File: src/design/spq_pkg.sv
// shared constants, codes and cell control type for the sorted priority queue
package spq_pkg;

   localparam int DEPTH   = 16;
   localparam int PRI_W   = 8;
   localparam int VALUE_W = 32;
   localparam int IDX_W   = $clog2(DEPTH);
   localparam int COUNT_W = $clog2(DEPTH + 1);

   typedef enum logic {
      OP_PUSH = 1'b0,
      OP_POP  = 1'b1
   } op_type;

   typedef enum logic [1:0] {
      ST_OK     = 2'd0,
      ST_FULL   = 2'd1,
      ST_EMPTY  = 2'd2,
      ST_BADPRI = 2'd3
   } status_type;

   typedef struct packed {
      logic               push;
      logic               pop;
      logic [VALUE_W-1:0] value;
      logic [PRI_W-1:0]   pri;
      logic [COUNT_W-1:0] count;
   } ctrl_type;

endpackage

File: src/design/spq_cell.sv
// one slot of the sorted chain: compares against the new item and shifts
module spq_cell (
   input  logic                        clock,
   input  spq_pkg::ctrl_type           ctrl,
   input  logic [spq_pkg::IDX_W-1:0]   cell_index,
   input  logic [spq_pkg::VALUE_W-1:0] prev_value,
   input  logic [spq_pkg::PRI_W-1:0]   prev_pri,
   input  logic                        prev_place,
   input  logic [spq_pkg::VALUE_W-1:0] next_value,
   input  logic [spq_pkg::PRI_W-1:0]   next_pri,
   output logic [spq_pkg::VALUE_W-1:0] value,
   output logic [spq_pkg::PRI_W-1:0]   pri,
   output logic                        place
);
   import spq_pkg::*;

   logic [VALUE_W-1:0] value_ff, value_in;
   logic [PRI_W-1:0]   pri_ff, pri_in;
   logic               occupied;

   // slot is live when its index is below the fill count
   assign occupied = {1'b0, cell_index} < COUNT_W'(ctrl.count);
   // new item goes here or earlier
   assign place = !occupied || (pri_ff > ctrl.pri);

   always_comb begin
      value_in = value_ff;
      pri_in   = pri_ff;
      if (ctrl.push && place) begin
         if (prev_place) begin
            value_in = prev_value;
            pri_in   = prev_pri;
         end else begin
            value_in = ctrl.value;
            pri_in   = ctrl.pri;
         end
      end else if (ctrl.pop) begin
         value_in = next_value;
         pri_in   = next_pri;
      end
   end

   always_ff @(posedge clock) begin
      value_ff <= value_in;
      pri_ff   <= pri_in;
   end

   assign value = value_ff;
   assign pri   = pri_ff;

endmodule

File: src/design/sorted_priority_queue.sv
// sorted priority queue top level: chain of compare-and-shift slots
// an accepted item's result is registered and raises rsp_tvalid in the next cycle
// throughput: one item per cycle, unless a held result is waiting on rsp_tready
// the result register frees up in the same cycle it is taken, so no bubbles
// reset: synchronous, clears fill count and result valid; slot contents are not cleared
module sorted_priority_queue (
   input  logic        clock,
   input  logic        reset,
   input  logic        req_tvalid,
   output logic        req_tready,
   input  logic [39:0] req_tdata,  // value[31:0], priority_req[39:32]
   input  logic        req_tuser,  // operation
   output logic        rsp_tvalid,
   input  logic        rsp_tready,
   output logic [39:0] rsp_tdata   // popped_value[31:0], status[33:32], fill_count[38:34], zero
);
   import spq_pkg::*;

   logic                accept;
   logic                is_pop;
   logic [VALUE_W-1:0]  req_value;
   logic [PRI_W-1:0]    req_pri;
   logic                full;
   logic                empty;
   status_type          status;
   ctrl_type            ctrl;

   logic [COUNT_W-1:0]  count_ff, count_in;
   logic                rsp_valid_ff, rsp_valid_in;
   logic [VALUE_W-1:0]  rsp_value_ff, rsp_value_in;
   status_type          rsp_status_ff, rsp_status_in;
   logic [COUNT_W-1:0]  rsp_fill_ff;

   logic [VALUE_W-1:0]  cell_value [DEPTH];
   logic [PRI_W-1:0]    cell_pri   [DEPTH];
   logic                cell_place [DEPTH];

   assign req_tready = !rsp_valid_ff || rsp_tready;
   assign accept     = req_tvalid && req_tready;
   assign is_pop     = (op_type'(req_tuser) == OP_POP);
   assign req_value  = req_tdata[VALUE_W-1:0];
   assign req_pri    = req_tdata[VALUE_W +: PRI_W];
   assign full       = (count_ff == COUNT_W'(DEPTH));
   assign empty      = (count_ff == '0);

   always_comb begin
      if (is_pop) begin
         status = empty ? ST_EMPTY : ST_OK;
      end else if (req_pri == '0) begin
         status = ST_BADPRI;
      end else if (full) begin
         status = ST_FULL;
      end else begin
         status = ST_OK;
      end
   end

   always_comb begin
      ctrl.push  = accept && !is_pop && (status == ST_OK);
      ctrl.pop   = accept && is_pop && (status == ST_OK);
      ctrl.value = req_value;
      ctrl.pri   = req_pri;
      ctrl.count = count_ff;
   end

   always_comb begin
      count_in = count_ff;
      if (ctrl.push) begin
         count_in = count_ff + COUNT_W'(1);
      end else if (ctrl.pop) begin
         count_in = count_ff - COUNT_W'(1);
      end
      rsp_valid_in  = accept ? 1'b1 : (rsp_valid_ff && !rsp_tready);
      rsp_value_in  = ctrl.pop ? cell_value[0] : '0;
      rsp_status_in = status;
   end

   always_ff @(posedge clock) begin
      if (reset) begin
         count_ff     <= '0;
         rsp_valid_ff <= 1'b0;
      end else begin
         count_ff     <= count_in;
         rsp_valid_ff <= rsp_valid_in;
      end
      if (accept) begin
         rsp_value_ff  <= rsp_value_in;
         rsp_status_ff <= rsp_status_in;
         rsp_fill_ff   <= count_in;
      end
   end

   assign rsp_tvalid = rsp_valid_ff;
   assign rsp_tdata  = {1'b0, rsp_fill_ff, rsp_status_ff, rsp_value_ff};

   for (genvar i = 0; i < DEPTH; i++) begin : g_cell
      logic [VALUE_W-1:0] prev_value;
      logic [PRI_W-1:0]   prev_pri;
      logic               prev_place;
      logic [VALUE_W-1:0] next_value;
      logic [PRI_W-1:0]   next_pri;

      if (i == 0) begin : g_head
         assign prev_value = req_value;
         assign prev_pri   = req_pri;
         assign prev_place = 1'b0;
      end else begin : g_body
         assign prev_value = cell_value[i-1];
         assign prev_pri   = cell_pri[i-1];
         assign prev_place = cell_place[i-1];
      end

      if (i == DEPTH - 1) begin : g_tail
         assign next_value = cell_value[i];
         assign next_pri   = cell_pri[i];
      end else begin : g_link
         assign next_value = cell_value[i+1];
         assign next_pri   = cell_pri[i+1];
      end

      spq_cell u_cell (
         .clock      (clock),
         .ctrl       (ctrl),
         .cell_index (IDX_W'(i)),
         .prev_value (prev_value),
         .prev_pri   (prev_pri),
         .prev_place (prev_place),
         .next_value (next_value),
         .next_pri   (next_pri),
         .value      (cell_value[i]),
         .pri        (cell_pri[i]),
         .place      (cell_place[i])
      );
   end

   a_count_bound : assert property (@(posedge clock) disable iff (reset)
      count_ff <= COUNT_W'(DEPTH))
      else $error("fill count above depth");

   a_pop_count : assert property (@(posedge clock) disable iff (reset)
      ctrl.pop |=> count_ff == $past(count_ff) - COUNT_W'(1))
      else $error("pop did not lower fill count");

   a_push_count : assert property (@(posedge clock) disable iff (reset)
      ctrl.push |=> count_ff == $past(count_ff) + COUNT_W'(1))
      else $error("push did not raise fill count");

   a_fill_match : assert property (@(posedge clock) disable iff (reset)
      rsp_valid_ff |-> rsp_fill_ff == count_ff)
      else $error("reported fill count out of step");

endmodule
File: config.mk
export PLATFORM = sky130hd
export DESIGN_NAME = sorted_priority_queue
export DESIGN_NICKNAME = d
export VERILOG_FILES = /design/src/design/spq_pkg.sv /design/src/design/spq_cell.sv /design/src/design/sorted_priority_queue.sv
export SDC_FILE = /design/constraint.sdc
export NUM_CORES = 2
export LEC_CHECK = 0
export BUFFER_PORTS_ARGS = -buffer_cell sky130_fd_sc_hd__buf_2
export CORE_MARGIN = 2
export CORE_UTILIZATION = 45
export CTS_CLUSTER_SIZE = 14
export DETAILED_ROUTE_END_ITERATION = 10
export GPL_ROUTABILITY_DRIVEN = 1
export HOLD_SLACK_MARGIN = 0.05
export PLACE_DENSITY = 0.61
export SLEW_MARGIN = 20
export SYNTH_ARGS = -nofsm -noshare
export SYNTH_HDL_FRONTEND = slang
export SYNTH_HIERARCHICAL = 1
export SYNTH_SLANG_ARGS = --single-unit
File: constraint.sdc
create_clock -name clock -period 6.6 [get_ports clock]
set_input_delay 0 -clock clock [delete_from_list [all_inputs] [get_ports clock]]
set_output_delay 0 -clock clock [all_outputs]
set_load 0.01 [all_outputs]
Word-level counts from Yosys, hierarchy flattened
Cells that the tools add are included.
Storage, ports and cells
  logic and storage cells: 245
  output and inout port bits: 42
  bits in registers: 685
Operators by class
  reduce and logical (&&, ||, !) cells: 76
  mux-type cells: 97
  order comparisons: 32
  add/sub/neg operators: 2
  equal/unequal tests: 1
Operator list (count)
  32-bit two-way mux: 45
  8-bit two-way mux: 45
  8-bit greater-than comparator: 16
  4-bit by 5-bit < comparator with 1-bit output, first input constant: 8
  2-bit nonzero test: 15
  1-bit logical AND: 22
  3-bit by 5-bit < comparator with 1-bit output, first input constant: 4
  1-bit zero test: 19
  1-bit logical OR: 17
  1-bit by 5-bit < comparator with 1-bit output, first input constant: 2
  2-bit by 5-bit < comparator with 1-bit output, first input constant: 2
  5-bit two-way mux: 2
  8-bit zero test: 1
  2-bit two-way mux: 3
  5-bit by 1-bit adder with 5-bit output, second input constant: 1
  5-bit equality test, second input constant: 1
  5-bit zero test: 1
  5-bit by 1-bit subtractor with 5-bit output, second input constant: 1
  2-bit zero test: 1
  1-bit two-way mux: 2

Longest topological paths before layout
  depth after elaboration: 8
  mapped depth: 12
  gate-level depth less buffers: 10

By module
Netlist, hierarchy kept.
By module, submodules not included
  spq_cell at g_cell[2].u_cell ...: instances 8, area each 2481.1 um^2, cells each 182
  spq_cell at g_cell[0].u_cell ...: instances 8, area each 2476.1 um^2, cells each 182
  sorted_priority_queue: instances 1, area each 1886.8 um^2, cells each 131

Least setup slack after synthesis
OpenSTA, ideal clock, no wires.
  path type: reg-to-reg
  start point: register count_ff[1]
  end point: register g_cell[0].u_cell.pri_ff[0], enable pin
  slack: 2.808 ns
  arrival: 3.412 ns
  stages on the path, launching flop included: 10
  period minus slack after synthesis: 3.792 ns
  buffers on the path: 1
  setup time: 0.380 ns
  path through: dfxtp_1 > inv_1 > ha_1 > nand4bb_1 > a21bo_4 > nor3_1 > inv_1 > a221oi_4 > buf_6 > or2_2
RTL lines
  from (decl): RTL line sorted_priority_queue.sv:28  | logic [COUNT_W-1:0] count_ff, count_in;
  from (signal assigned): RTL line sorted_priority_queue.sv:83  | count_ff <= count_in;
  to (signal assigned): RTL line spq_cell.sv:45  | pri_ff <= pri_in;
  to (decl): RTL line spq_cell.sv:18  | logic [PRI_W-1:0] pri_ff, pri_in;

==> flow_summary.rst <==
.. list-table::
   :header-rows: 1

   * - Metric
     - Value
   * - Status
     - finished, final reports clean
   * - Layout Cell Area excl Fill
     - 45,600 µm²
   * - Grt total ovfl
     - 0
   * - Reported max-cap violation count
     - 0
   * - Worst setup slack after layout
     - 2.32 ns
   * - Critical Path, Cell by Cell
     - inv_1 > ha_1 > nand4bb_1 > a21bo_4 > nor3_2 > buf_4 > inv_1 > a221oi_4 > buf_4 > or2_2
   * - Synth-to-Final Area Change
     - 9.74%
   * - Crit start category
     - flop
   * - Type of the most critical hold path
     - in2reg
   * - Level count of the clock H-tree
     - 3
   * - Half-perimeter wire length of the detailed placement result
     - 70,300 µm
   * - Setup violation total in the final timing report
     - 0
   * - Fill cell count
     - 7,917
   * - Internal reg-to-reg setup slack
     - 2.32 ns
   * - Vias in the first global route
     - 25.0k
   * - Tightest Pin Transition
     - 1.04 ns
   * - Post-Route WL
     - 94,100 µm
   * - Clock network latency to the later pin of the worst-skew pair
     - 0.63 ns
   * - Relative slew slack
     - 0.309
   * - Clock buffer count from CTS
     - 80
   * - Max-slew violation count
     - 0
   * - Number of top-level pins
     - 87
   * - Vertical die dimension
     - 308 µm
   * - Count of cells along the worst register-to-register path
     - 10
   * - Hold Violations, Final
     - 0
   * - Period utilization
     - 0.648
   * - DR vias/cell
     - 5.50
   * - Placed cell count
     - 4,265
   * - Initial drt markers
     - 1,753
   * - Type of destination of the critical path
     - flop
   * - Hold path cells
     - 4
   * - Post-layout nets
     - 3,388
   * - Worst setup skew after layout
     - 0.0168 ns
   * - Critical-path top delay cell
     - sky130_fd_sc_hd__or2_2
   * - Syn Inst Count
     - 3,041
   * - Peak per-stage delay on the critical path
     - 0.87 ns
   * - CP arrival
     - 4.52 ns
   * - Total of cells resized after clock tree synthesis
     - 0
   * - Highest net fanout along the worst path
     - 41
   * - Post-synthesis cell area
     - 41,500 µm²
   * - IR Drop Worst-Case VDD
     - 261 µV
   * - Maximum number of pins on one net before global-route repair
     - 48
   * - First-pass GRT wire length
     - 148,000 µm
   * - Number of warning messages in the yosys log
     - 6
   * - Power per cell area
     - 332 nW/µm²
   * - Final estimated routing congestion in global placement
     - 0.843
   * - Buffer count from post-CTS setup fixing
     - 0
   * - Fraction of final layout cells with drive strength greater than 1
     - 0.373
   * - Endpoint of the lowest-slack register-to-register path
     - g_cell[15].u_cell/value[14]
   * - Post-Synthesis Mean Instance Area
     - 13.7 µm²
   * - Worst reg2reg startpoint
     - count_ff[1]
   * - Critical path class
     - reg2reg
   * - Die width
     - 308 µm
   * - Number of standard cells in the final layout excluding fillers
     - 4,416
   * - Req. time, crit path
     - 6.85 ns
   * - DP Worst Slack
     - 2.21 ns
   * - Mean routed wirelength per cell
     - 21.3 µm
   * - CTS root buf
     - sky130_fd_sc_hd__clkbuf_16
   * - DRC errors left
     - 0
   * - TritonCTS clock tree
     - built
   * - Starting Density
     - 0.454
   * - Buf+Inv Stages, Crit Path
     - 4
   * - Placement row count
     - 111
   * - Post-Route Setup TNS
     - 0 ns
   * - GRT Util Overall
     - 0.197
   * - Buffers from clock root to sink, at most
     - 3
   * - Sink Count
     - 685
   * - Clock transition at path regs
     - 0.06 ns
   * - Hold bufs inserted after CTS
     - 4
   * - Shortest clock period the worst path allows after layout
     - 4.28 ns
   * - CP top delay family
     - simple AND/OR/NAND/NOR gates
   * - Number of antenna violations at the first check in global routing
     - 2
   * - Leakage Power
     - 0.0166 µW
   * - Core region area
     - 91,500 µm²
   * - Dpl cell area
     - 43,100 µm²
   * - Worst Hold Launch
     - req_tdata[38]
   * - Port bufs
     - 85
   * - Unrepaired setup endpoints after global routing
     - no
   * - Pre-antenna DRT Iters
     - 7
   * - Highest clock frequency the design can meet
     - 234 MHz
   * - WHS Endpoint
     - g_cell[11].u_cell/pri[6]
   * - Floorplan die area
     - 94,700 µm²
   * - Number of antenna-violating nets in the routed design
     - 0
   * - Number of vias after detailed routing
     - 24.3k
-- worst max-delay path by stage --
stage,from,to,depth (start not counted)
2_1_floorplan,count_ff[1],g_cell[0].u_cell/pri[0],9
3_3_place_gp,count_ff[1],g_cell[15].u_cell/value[10],10
3_5_place_dp,count_ff[1],g_cell[14].u_cell/value[6],10
4_1_cts,count_ff[1],g_cell[14].u_cell/value[8],10
5_1_grt,count_ff[1],g_cell[15].u_cell/value[9],10
6_report,count_ff[1],g_cell[15].u_cell/value[14],10
-- flip-flops by register name, summed over array words and instances, names as in the netlist --
name / count
g_cell.u_cell/value: 512
g_cell.u_cell/pri: 128
rsp_value_ff: 32
count_ff: 5
rsp_fill_ff: 5
rsp_status_ff: 2
rsp_tvalid: 1
-- cell usage in the layout (no fill, tap or decap), types with 18 or more instances in the layout --
| master | count |
|---|---|
| sky130_fd_sc_hd__a21oi_1 | 58 |
| sky130_fd_sc_hd__mux2_1 | 249 |
| sky130_fd_sc_hd__inv_1 | 205 |
| sky130_fd_sc_hd__ha_1 | 178 |
| sky130_fd_sc_hd__clkbuf_16 | 80 |
| sky130_fd_sc_hd__nand4_1 | 18 |
| sky130_fd_sc_hd__o21ai_0 | 129 |
| sky130_fd_sc_hd__conb_1 | 67 |
| sky130_fd_sc_hd__mux2_2 | 920 |
| sky130_fd_sc_hd__buf_2 | 85 |
| sky130_fd_sc_hd__nand3_1 | 24 |
| sky130_fd_sc_hd__nor2_1 | 33 |
| sky130_fd_sc_hd__edfxtp_1 | 679 |
| sky130_fd_sc_hd__buf_4 | 37 |
| sky130_fd_sc_hd__nand2_1 | 163 |
| sky130_fd_sc_hd__clkinv_1 | 20 |
| sky130_fd_sc_hd__and2_1 | 32 |
| sky130_fd_sc_hd__nor2b_1 | 44 |
-- area by class of cell --
type	instances	area, µm²	share of cell area
Clock inverter	48	380	0.00835
Tap cell	1186	1480	0.0326
Sequential cell	685	20500	0.450
Multi-Input combinational cell	2065	19600	0.430
Timing Repair Buffer	126	743	0.0163
Clock buffer	97	2070	0.0453
Antenna cell	2	5.00	0.000110
Inverter	207	777	0.0170
-- layer usage --
metal,part of all wire,vias up,routed length (µm),GRT usage
li1,-,11700,-,-
met1,0.52,11900,49200,0.303
met2,0.42,546,39400,0.289
met3,0.035,142,3290,0.0260
met4,0.023,0,2150,0.0508
met5,0,-,0,0
-- worst min-delay path, delay by kind of cell --
family / cells / cell delay (ns)
buffers and inverters: 2 / 0.31
muxes: 1 / 0.13
AOI/OAI and AO/OA: 1 / 0.18
-- metrics by stage --
step	util	power, µW	hold WS (ns)
floorplan	-	9840	0.0691
CTS	0.498	15300	0.0604
global placement	0.471	10900	0.269
detailed placement	0.471	11100	0.274
finish	0.498	15100	0.106
global route	0.498	15900	0.132
-- power breakdown --
part           switching (µW)  internal, µW  total [µW]  leakage [µW]
Clock                    1770          2390        4160       0.00119
Combinational            2210          2150        4360       0.00896
Sequential                557          6060        6620       0.00644
Total                    4540         10600       15100        0.0166
Note: power is estimated with default switching activity, not from simulation.
